### config.mk
export PLATFORM = sky130hd
export DESIGN_NAME = phase_resistance_test_current_loop_core
export DESIGN_NICKNAME = d
export VERILOG_FILES = /design/src/prtcl_pkg.sv /design/src/prtcl_regs.sv /design/src/prtcl_dp.sv /design/src/prtcl_ctrl.sv /design/src/phase_resistance_test_current_loop_core.sv
export SDC_FILE = /design/constraint.sdc
export NUM_CORES = 2
export LEC_CHECK = 0
export ABC_CLOCK_PERIOD_IN_PS = 24000
export CAP_MARGIN = 20
export CORE_MARGIN = 2
export CORE_UTILIZATION = 45
export CTS_CLUSTER_SIZE = 12
export DETAILED_ROUTE_END_ITERATION = 7
export DONT_BUFFER_PORTS = 1
export SYNTH_ARGS = -nofsm -noshare
export SYNTH_HDL_FRONTEND = slang
export SYNTH_SLANG_ARGS = --single-unit
### constraint.sdc
create_clock -name clk -period 24 [get_ports clk]
set_clock_uncertainty 0.15 [all_clocks]
set_input_delay 2.4 -clock clk [delete_from_list [all_inputs] [get_ports clk]]
set_output_delay 2.4 -clock clk [all_outputs]
set_load 0.01 [all_outputs]
### src/prtcl_pkg.sv
package prtcl_pkg;

  typedef struct packed {
    logic signed [15:0] phase_a_current;
    logic signed [15:0] phase_b_current;
    logic signed [15:0] phase_c_current;
    logic               currents_valid;
    logic [15:0]        bus_voltage;
    logic               bus_voltage_valid;
  } in_item_t;

  typedef struct packed {
    logic signed [15:0] modulation;
    logic signed [15:0] bus_current;
    logic signed [15:0] filtered_beta;
    logic [1:0]         status;
  } out_item_t;

  typedef struct packed {
    logic signed [15:0] current_target;
    logic [15:0]        integral_gain;
    logic [15:0]        filter_gain;
    logic [14:0]        voltage_limit;
  } cfg_t;

  typedef enum logic [1:0] {
    REG_CURRENT_TARGET = 2'd0,
    REG_INTEGRAL_GAIN  = 2'd1,
    REG_FILTER_GAIN    = 2'd2,
    REG_VOLTAGE_LIMIT  = 2'd3
  } reg_index_t;

  typedef enum logic [1:0] {
    STATUS_OK          = 2'd0,
    STATUS_FAULT       = 2'd1,
    STATUS_BUS_INVALID = 2'd2
  } status_code_t;

  typedef enum logic [3:0] {
    OP_IDLE,
    OP_CAPTURE,
    OP_ALPHA,
    OP_BETA,
    OP_INT_MUL,
    OP_INT_ADD,
    OP_FILT_MUL,
    OP_FILT_ADD,
    OP_CHECK,
    OP_DIV_INIT,
    OP_DIV_STEP,
    OP_MOD,
    OP_BUS,
    OP_LOAD
  } dp_op_t;

  typedef struct packed {
    dp_op_t op;
  } dp_cmd_t;

  typedef struct packed {
    logic skip_div;
    logic fault_latched;
  } dp_stat_t;

  // 1/sqrt(3) in Q0.16
  localparam logic [15:0] INV_SQRT3_Q16 = 16'd37837;
  // ceil(2^21 / 3), exact floor(n/3) for n below 2^21
  localparam logic [19:0] DIV3_RECIP = 20'd699051;
  localparam int          DIV3_SHIFT = 21;
  // quotient bits produced by the modulation divider
  localparam int          DIV_STEPS  = 16;

endpackage

### src/prtcl_regs.sv
module prtcl_regs (
  input  logic                clk,
  input  logic                rst,
  input  logic                psel,
  input  logic                penable,
  input  logic                pwrite,
  input  logic [3:0]          paddr,
  input  logic [31:0]         pwdata,
  output logic [31:0]         prdata,
  output prtcl_pkg::cfg_t     cfg
);

  prtcl_pkg::reg_index_t idx;
  logic                  wr;

  assign idx = prtcl_pkg::reg_index_t'(paddr[3:2]);
  assign wr  = psel && penable && pwrite;

  always_ff @(posedge clk) begin
    if (rst) begin
      cfg.current_target <= '0;
      cfg.integral_gain  <= '0;
      cfg.filter_gain    <= '0;
      cfg.voltage_limit  <= 15'h7fff;
    end else if (wr) begin
      unique case (idx)
        prtcl_pkg::REG_CURRENT_TARGET: cfg.current_target <= pwdata[15:0];
        prtcl_pkg::REG_INTEGRAL_GAIN:  cfg.integral_gain  <= pwdata[15:0];
        prtcl_pkg::REG_FILTER_GAIN:    cfg.filter_gain    <= pwdata[15:0];
        prtcl_pkg::REG_VOLTAGE_LIMIT:  cfg.voltage_limit  <= pwdata[14:0];
      endcase
    end
  end

  always_comb begin
    unique case (idx)
      prtcl_pkg::REG_CURRENT_TARGET: prdata = {16'd0, cfg.current_target};
      prtcl_pkg::REG_INTEGRAL_GAIN:  prdata = {16'd0, cfg.integral_gain};
      prtcl_pkg::REG_FILTER_GAIN:    prdata = {16'd0, cfg.filter_gain};
      prtcl_pkg::REG_VOLTAGE_LIMIT:  prdata = {17'd0, cfg.voltage_limit};
    endcase
  end

endmodule

### src/prtcl_dp.sv
module prtcl_dp (
  input  logic                 clk,
  input  logic                 rst,
  input  prtcl_pkg::cfg_t      cfg,
  input  prtcl_pkg::in_item_t  in_item,
  input  prtcl_pkg::dp_cmd_t   cmd,
  output prtcl_pkg::dp_stat_t  stat,
  output prtcl_pkg::out_item_t out_item
);

  function automatic logic signed [15:0] sat16(input logic signed [39:0] v);
    if (v > 40'sd32767) return 16'sh7fff;
    else if (v < -40'sd32768) return 16'sh8000;
    else return v[15:0];
  endfunction

  function automatic logic signed [23:0] sat24(input logic signed [39:0] v);
    if (v > 40'sd8388607) return 24'sh7fffff;
    else if (v < -40'sd8388608) return 24'sh800000;
    else return v[23:0];
  endfunction

  // captured item and working registers
  prtcl_pkg::in_item_t    item;
  logic signed [15:0]     alpha;
  logic signed [15:0]     beta;
  logic signed [33:0]     inc;
  logic signed [41:0]     fprod;
  logic [23:0]            mag;
  logic [31:0]            num;
  logic [16:0]            rem;
  logic [15:0]            quo;
  logic                   ovf;
  logic                   fault_now;
  logic                   div_en;
  prtcl_pkg::status_code_t status_code;
  logic signed [15:0]     bus_i;

  // loop state
  logic signed [23:0]     test_voltage;
  logic signed [23:0]     beta_filter;
  logic signed [15:0]     alpha_current;
  logic signed [15:0]     last_modulation;
  logic                   fault_latched;

  // clarke alpha: round(x / 3) away from zero through a reciprocal
  logic signed [18:0] clarke_x;
  logic [17:0]        div3_n;
  logic [37:0]        div3_p;
  logic [16:0]        div3_q;
  logic signed [15:0] alpha_val;

  assign clarke_x = (19'(item.phase_a_current) <<< 1) - 19'(item.phase_b_current)
                    - 19'(item.phase_c_current);
  assign div3_n   = clarke_x[18] ? 18'(-clarke_x) + 18'd1 : 18'(clarke_x) + 18'd1;
  assign div3_p   = 38'(div3_n) * 38'(prtcl_pkg::DIV3_RECIP);
  assign div3_q   = div3_p[prtcl_pkg::DIV3_SHIFT +: 17];

  always_comb begin
    if (clarke_x[18]) alpha_val = (div3_q > 17'd32768) ? 16'sh8000 : 16'(-div3_q);
    else              alpha_val = (div3_q > 17'd32767) ? 16'sh7fff : 16'(div3_q);
  end

  // clarke beta
  logic signed [16:0] beta_d;
  logic signed [17:0] beta_k;
  logic signed [34:0] beta_p;

  assign beta_d = 17'(item.phase_b_current) - 17'(item.phase_c_current);
  assign beta_k = signed'({2'b00, prtcl_pkg::INV_SQRT3_Q16});
  assign beta_p = 35'(beta_d) * 35'(beta_k) + 35'sd32768;

  // integrator
  logic signed [16:0] err;
  logic signed [16:0] ki;
  logic signed [34:0] tv_sum;

  assign err    = 17'(cfg.current_target) - 17'(alpha);
  assign ki     = signed'({1'b0, cfg.integral_gain});
  assign tv_sum = 35'(test_voltage) + 35'(inc);

  // beta filter
  logic signed [24:0] fdiff;
  logic signed [16:0] kf;
  logic signed [41:0] fround;
  logic signed [26:0] bf_sum;

  assign fdiff  = (25'(beta) <<< 8) - 25'(beta_filter);
  assign kf     = signed'({1'b0, cfg.filter_gain});
  assign fround = fprod + 42'sd32768;
  assign bf_sum = 27'($signed(fround[41:16])) + 27'(beta_filter);

  // fault check and modulation numerator 384 * |v| + vbus
  logic [23:0] mag_val;
  logic        over;
  logic [16:0] den;

  assign mag_val = test_voltage[23] ? 24'(-test_voltage) : 24'(test_voltage);
  assign over    = mag_val > {1'b0, cfg.voltage_limit, 8'd0};
  assign den     = {item.bus_voltage, 1'b0};

  // divider step
  logic [17:0] div_t;
  logic        div_ge;

  assign div_t  = {rem, quo[15]};
  assign div_ge = div_t >= {1'b0, den};

  // modulation saturation
  logic [16:0] mod_q;

  always_comb begin
    if (item.bus_voltage == 16'd0) mod_q = (mag == 24'd0) ? 17'd0 : 17'd32768;
    else if (ovf)                  mod_q = 17'd65535;
    else                           mod_q = {1'b0, quo};
  end

  // bus current and filtered beta
  logic signed [32:0] bus_p;
  logic signed [24:0] fb_sum;

  assign bus_p  = 33'(last_modulation * alpha_current) + 33'sd16384;
  assign fb_sum = 25'(beta_filter) + 25'sd128;

  always_ff @(posedge clk) begin
    if (rst) begin
      test_voltage    <= '0;
      beta_filter     <= '0;
      alpha_current   <= '0;
      last_modulation <= '0;
      fault_latched   <= 1'b0;
      div_en          <= 1'b0;
    end else begin
      case (cmd.op)
        prtcl_pkg::OP_CAPTURE: item <= in_item;
        prtcl_pkg::OP_ALPHA:   alpha <= alpha_val;
        prtcl_pkg::OP_BETA:    beta <= sat16(40'($signed(beta_p[34:16])));
        prtcl_pkg::OP_INT_MUL: inc <= 34'(ki) * 34'(err);
        prtcl_pkg::OP_INT_ADD: begin
          if (item.currents_valid) begin
            alpha_current <= alpha;
            if (!fault_latched) test_voltage <= sat24(40'(tv_sum));
          end else begin
            alpha_current <= '0;
            test_voltage  <= '0;
          end
        end
        prtcl_pkg::OP_FILT_MUL: fprod <= 42'(kf) * 42'(fdiff);
        prtcl_pkg::OP_FILT_ADD: begin
          if (item.currents_valid) beta_filter <= sat24(40'(bf_sum));
        end
        prtcl_pkg::OP_CHECK: begin
          mag <= mag_val;
          num <= {mag_val, 8'd0} + {1'b0, mag_val, 7'd0} + {16'd0, item.bus_voltage};
          if (fault_latched || over) begin
            fault_latched   <= 1'b1;
            test_voltage    <= '0;
            last_modulation <= '0;
            fault_now       <= 1'b1;
            div_en          <= 1'b0;
            status_code     <= prtcl_pkg::STATUS_FAULT;
          end else begin
            fault_now   <= 1'b0;
            div_en      <= item.bus_voltage_valid && (item.bus_voltage != 16'd0);
            status_code <= item.bus_voltage_valid ? prtcl_pkg::STATUS_OK
                                                  : prtcl_pkg::STATUS_BUS_INVALID;
          end
        end
        prtcl_pkg::OP_DIV_INIT: begin
          rem <= {1'b0, num[31:16]};
          quo <= num[15:0];
          ovf <= {1'b0, num[31:16]} >= den;
        end
        prtcl_pkg::OP_DIV_STEP: begin
          rem <= div_ge ? 17'(div_t - {1'b0, den}) : div_t[16:0];
          quo <= {quo[14:0], div_ge};
        end
        prtcl_pkg::OP_MOD: begin
          if (!fault_now && item.bus_voltage_valid) begin
            if (test_voltage[23])
              last_modulation <= (mod_q > 17'd32768) ? 16'sh8000 : 16'(-mod_q);
            else
              last_modulation <= (mod_q > 17'd32767) ? 16'sh7fff : 16'(mod_q);
          end
        end
        prtcl_pkg::OP_BUS: bus_i <= sat16(40'($signed(bus_p[32:15])));
        prtcl_pkg::OP_LOAD: begin
          out_item.modulation    <= last_modulation;
          out_item.bus_current   <= bus_i;
          out_item.filtered_beta <= sat16(40'($signed(fb_sum[24:8])));
          out_item.status        <= status_code;
        end
        default: ;
      endcase
    end
  end

  assign stat.skip_div      = !div_en;
  assign stat.fault_latched = fault_latched;

endmodule

### src/prtcl_ctrl.sv
module prtcl_ctrl (
  input  logic                clk,
  input  logic                rst,
  input  logic                in_valid,
  output logic                in_ready,
  output logic                out_valid,
  input  logic                out_ready,
  input  prtcl_pkg::dp_stat_t stat,
  output prtcl_pkg::dp_cmd_t  cmd
);

  localparam int CW = $clog2(prtcl_pkg::DIV_STEPS);

  typedef enum logic [3:0] {
    S_IDLE, S_ALPHA, S_BETA, S_INT_MUL, S_INT_ADD, S_FILT_MUL, S_FILT_ADD,
    S_CHECK, S_DIV_INIT, S_DIV, S_MOD, S_BUS, S_DONE
  } state_t;

  state_t        state;
  logic [CW-1:0] count;
  logic          out_free;

  assign in_ready = (state == S_IDLE);
  assign out_free = !out_valid || out_ready;

  always_comb begin
    unique case (state)
      S_IDLE:     cmd.op = in_valid ? prtcl_pkg::OP_CAPTURE : prtcl_pkg::OP_IDLE;
      S_ALPHA:    cmd.op = prtcl_pkg::OP_ALPHA;
      S_BETA:     cmd.op = prtcl_pkg::OP_BETA;
      S_INT_MUL:  cmd.op = prtcl_pkg::OP_INT_MUL;
      S_INT_ADD:  cmd.op = prtcl_pkg::OP_INT_ADD;
      S_FILT_MUL: cmd.op = prtcl_pkg::OP_FILT_MUL;
      S_FILT_ADD: cmd.op = prtcl_pkg::OP_FILT_ADD;
      S_CHECK:    cmd.op = prtcl_pkg::OP_CHECK;
      S_DIV_INIT: cmd.op = prtcl_pkg::OP_DIV_INIT;
      S_DIV:      cmd.op = prtcl_pkg::OP_DIV_STEP;
      S_MOD:      cmd.op = prtcl_pkg::OP_MOD;
      S_BUS:      cmd.op = prtcl_pkg::OP_BUS;
      S_DONE:     cmd.op = out_free ? prtcl_pkg::OP_LOAD : prtcl_pkg::OP_IDLE;
      default:    cmd.op = prtcl_pkg::OP_IDLE;
    endcase
  end

  always_ff @(posedge clk) begin
    if (rst) begin
      state     <= S_IDLE;
      count     <= '0;
      out_valid <= 1'b0;
    end else begin
      if (state == S_DONE && out_free) out_valid <= 1'b1;
      else if (out_valid && out_ready) out_valid <= 1'b0;
      unique case (state)
        S_IDLE:     if (in_valid) state <= S_ALPHA;
        S_ALPHA:    state <= S_BETA;
        S_BETA:     state <= S_INT_MUL;
        S_INT_MUL:  state <= S_INT_ADD;
        S_INT_ADD:  state <= S_FILT_MUL;
        S_FILT_MUL: state <= S_FILT_ADD;
        S_FILT_ADD: state <= S_CHECK;
        S_CHECK:    state <= S_DIV_INIT;
        S_DIV_INIT: begin
          count <= '0;
          state <= stat.skip_div ? S_MOD : S_DIV;
        end
        S_DIV: begin
          count <= count + 1'b1;
          if (count == CW'(prtcl_pkg::DIV_STEPS - 1)) state <= S_MOD;
        end
        S_MOD:      state <= S_BUS;
        S_BUS:      state <= S_DONE;
        S_DONE: begin
          if (out_free) state <= S_IDLE;
        end
        default:    state <= S_IDLE;
      endcase
    end
  end

endmodule

### src/phase_resistance_test_current_loop_core.sv
// channel   dir  handshake              beat
// --------  ---  ---------------------  ----------------------------------------
// in        in   in_valid / in_ready    phase currents, bus voltage, valid flags
// out       out  out_valid / out_ready  modulation, bus current, beta, status
// apb       in   psel/penable/pwrite    four config registers at 4*i, pready=1
//
// one sample at a time: a sample is walked through every step before the
// next accept; the bus voltage divide runs 16 restoring steps, and is skipped
// (fault, bus voltage invalid or zero)
// rst is synchronous and active high, clears config to reset values and the
// loop state (test voltage, filter, alpha, modulation, fault)
// a waiting result sits in the output register; the next sample is taken
// meanwhile, and only the final load stalls until out is free
module phase_resistance_test_current_loop_core (
  input  logic                 clk,
  input  logic                 rst,
  // sample channel
  input  logic                 in_valid,
  output logic                 in_ready,
  input  prtcl_pkg::in_item_t  in_item,
  // result channel
  output logic                 out_valid,
  input  logic                 out_ready,
  output prtcl_pkg::out_item_t out_item,
  // config port
  input  logic                 psel,
  input  logic                 penable,
  input  logic                 pwrite,
  input  logic [3:0]           paddr,
  input  logic [31:0]          pwdata,
  output logic [31:0]          prdata,
  output logic                 pready
);

  prtcl_pkg::cfg_t     cfg;
  prtcl_pkg::dp_cmd_t  cmd;
  prtcl_pkg::dp_stat_t stat;

  // no wait states on the config port
  assign pready = 1'b1;

  // config register file
  prtcl_regs u_regs (
    .clk     (clk),
    .rst     (rst),
    .psel    (psel),
    .penable (penable),
    .pwrite  (pwrite),
    .paddr   (paddr),
    .pwdata  (pwdata),
    .prdata  (prdata),
    .cfg     (cfg)
  );

  // sequencer: walks clarke, integrator, filter, fault check, divide, outputs
  prtcl_ctrl u_ctrl (
    .clk       (clk),
    .rst       (rst),
    .in_valid  (in_valid),
    .in_ready  (in_ready),
    .out_valid (out_valid),
    .out_ready (out_ready),
    .stat      (stat),
    .cmd       (cmd)
  );

  // arithmetic and loop state, one operation per command
  prtcl_dp u_dp (
    .clk      (clk),
    .rst      (rst),
    .cfg      (cfg),
    .in_item  (in_item),
    .cmd      (cmd),
    .stat     (stat),
    .out_item (out_item)
  );

`ifndef ASSERT_OFF
  // a sample in flight blocks the next one
  a_busy_after_accept: assert property (@(posedge clk) disable iff (rst)
    in_valid && in_ready |=> !in_ready)
    else $error("in_ready high right after a sample beat");

  // the overvoltage fault only clears through reset
  a_fault_sticky: assert property (@(posedge clk) disable iff (rst)
    !$past(rst) |-> !$fell(stat.fault_latched))
    else $error("fault latch dropped without reset");

  // a fault result carries zero modulation and matches the latch
  a_fault_result: assert property (@(posedge clk) disable iff (rst)
    out_valid && (out_item.status == prtcl_pkg::STATUS_FAULT)
      |-> stat.fault_latched && (out_item.modulation == 16'sd0))
    else $error("fault result without latched fault or with modulation");
`endif

endmodule
==> reports/summary.txt <==
Cell area after synthesis: 73600 um^2
Worst Hold Launch: u_dp.bus_i[15]
Routed wire length: 187 mm
Layout Area Growth over Synthesis: 6.37%
Startpoint Class: flop
Inserted Clock Buffers: 61
Initial antenna violation count: 2
Core Rows: 148
Syn avg cell area: 9.22 um^2
TritonCTS clock tree: yes
Worst Max-Slew Pin Slew: 1130 ps
Post-CTS Setup Inserts: 0
Commonest cells after routing, fill and taps aside: 1507 x inv_1, 1094 x fa_1, 974 x nand2_1
Final Hold Viols: 0
Setup slack, reg-to-reg: 12070 ps
Die Y: 408 um
Clock sink count: 472
RR Startpoint: u_dp.item[18]
Ys async rst share: 0%
Top FF cell, synth: edfxtp_1
TritonRoute pass-1 iters: 6
Largest net degree at the start of global routing: 140
Post-route antenna net violation count: 0
CP most frequent cell: inv_1
Rel. slew slack: 24.6%
Layout Nets: 9855
Worst path arrival time: 12200 ps
Register area: 12600 um^2
CTS root buffer: clkbuf_16
Count of pins over their slew limit: 0
Max Cap Viol: 0
Fillers: 15400
Hold path cells: 0
Avg WL per Cell: 18.5 um
Post-synthesis instance total: 7984
Seq cells post-synth: 472
CP Class: reg -> reg
Routed vias: 54200
Final min period: 11930 ps
Crit path max fanout: 14
Unique cell type count in the Yosys netlist: 101
GPL Wtd Cong: 0.895
Cts hold-fix bufs: 0
Max Buffers Root-to-Sink: 3
Worst Path Required: 24280 ps
Final HPWL DP: 149 mm
Share of the yosys chip area belonging to registers: 17.2%
Initial Util: 45.3%
Initial detailed-routing violation count: 3458
Synth area leaders: fa_1 30%, ha_1 14%, edfxtp_1 13%
Vias in the first global route: 56000
# IOs: 194
Number of remaining DRC errors: 0
H-tree levels: 2
Area leader, netlist: fa_1
Status: completed
IO Port Bufs: 0
Synth top area share: 29.8%
Most common cell after layout, fill and taps aside: inv_1
Setup TNS: 0 ps
RSZ-0062 raised after global routing: false
Core area: 163000 um^2
Clock transition at the registers of the reported paths: 60 ps
CP max-delay cell: nor2_1
Crit share post-route: 49.7%
Worst reg2reg path depth: 38
Overflow after GRT: 0
Fmax: 83.9 MHz
YS warnings: 0
Cts repair resizes: 0
Number of vias per cell: 5.37
Die X: 408 um
CP max stage delay: 630 ps
Critical path startpoint: u_dp.item[18]
Multi-input combinational cell area: 54300 um^2
Tot GR Track Use: 22.6%
Layout cells sized above 1: 4.39%
EDFF count, synth: 318
Hold endpoint: u_dp.out_item[33]
Worst-skew pair later-pin latency: 740 ps
First-pass GRT wire length: 302 mm
CP endpoint kind: flop
Worst R2R End: u_dp.alpha[1]
Die area: 167000 um^2
Hold Crit Class: reg -> reg
Final setup vio count: 0
==> how the worst max path moves through the flow <==
| stage | end | slack, ps |
|---|---|---|
| floorplan | u_dp.alpha[13] | 13740 |
| global placement | u_dp.alpha[3] | 12150 |
| detailed placement | u_dp.alpha[1] | 12150 |
| CTS | u_dp.alpha[1] | 12090 |
| global route | u_dp.alpha[1] | 11390 |
| finish | u_dp.alpha[1] | 12070 |
==> worst max-delay path, delay by kind of cell (launching register included) <==
family                   cells  cell delay (ps)
buffers and inverters        8              650
XOR/XNOR                     1              490
multiplexers                 1              430
flip-flops                   1              350
AO/OA/AOI/OAI               14             3440
adder cells (fa/ha/maj)      9             4080
AND/OR/NAND/NOR              5             1990
==> sequential cells by signal, summed over array words and instances (netlist names), 2 cells and up <==
signal / flops
u_dp.test_voltage: 24
u_dp.alpha: 16
u_dp.alpha_current: 16
u_dp.den: 16
u_dp.out_item: 50
u_dp.fprod: 27
u_dp.item: 50
u_ctrl.state: 4
u_dp.mag: 24
u_regs.cfg: 63
u_dp.beta_filter: 24
u_dp.rem: 17
u_dp.beta: 16
u_dp.inc: 34
u_ctrl.count: 4
u_dp.num: 32
u_dp.status_code: 2
u_dp.last_modulation: 16
u_dp.quo: 16
u_dp.bus_i: 16
==> synthesized netlist by cell type, drive strengths merged (35+ instances only) <==
| cell type | instances |
|---|---|
| xor2 | 93 |
| dfxtp | 154 |
| o21ai | 210 |
| and3 | 44 |
| o211ai | 46 |
| fa | 1094 |
| and2 | 355 |
| nand2 | 974 |
| a21o | 124 |
| buf | 43 |
| o21a | 58 |
| xnor2 | 251 |
| or2 | 35 |
| nand4 | 37 |
| nor2b | 71 |
| a211oi | 56 |
| a31oi | 50 |
| nor3 | 96 |
| nand2b | 56 |
| nor2 | 295 |
| nand3 | 135 |
| ha | 802 |
| or3 | 40 |
| inv | 1507 |
| a21oi | 334 |
| nor4 | 39 |
| clkbuf | 271 |
| edfxtp | 318 |
==> kinds of logic (layout without fill, tap and decap cells) <==
| kind of cell | Yosys count | after routing | share of synthesized area [%] |
|---|---|---|---|
| AOI/OAI and AO/OA | 1139 | 1139 | 10.3 |
| xor gates and xnor gates | 344 | 344 | 4.09 |
| adders and majority gates | 1896 | 1896 | 43.4 |
| buffers and inverters | 1824 | 1728 | 9.44 |
| DFF | 472 | 472 | 17.2 |
| muxes | 34 | 34 | 0.743 |
| other | 2 | 20 | 0.0102 |
| and+or+nand+nor | 2273 | 2273 | 14.9 |
==> metrics by stage <==
step                instances  util (%)  instance area, um^2  setup slack (ps)  hold WS (ps)
floorplan                7999         -                73700             13740           250
global placement         9957      46.8                76000             12150           252
detailed placement       9958      46.8                76100             12150           257
CTS                     10100      48.1                78200             12090           267
global route            10100      48.1                78300             11390           273
finish                  10100      48.1                78300             12070           266
==> per-layer routing <==
metal | track usage, % | share of wire [%] | vias to the layer above
met4 | 6.57 | 2.9 | 2
li1 | - | - | 25500
met1 | 30.0 | 44 | 27100
met5 | 0 | 0.0080 | -
met2 | 37.9 | 47 | 1308
met3 | 3.86 | 5.9 | 260
==> layout make-up <==
class	instances	share of cell area (%)
diodes	3	0.00959
clock buffers	88	2.36
clock inverters	28	0.390
inverters	1510	7.24
multi-input cells	5703	69.4
flip-flops and latches	472	16.1
well taps	2175	3.48
repair buffers	102	1.03
Power is not shown: default switching activity piles up to over one toggle a cycle in this logic, so the estimate is an artifact.
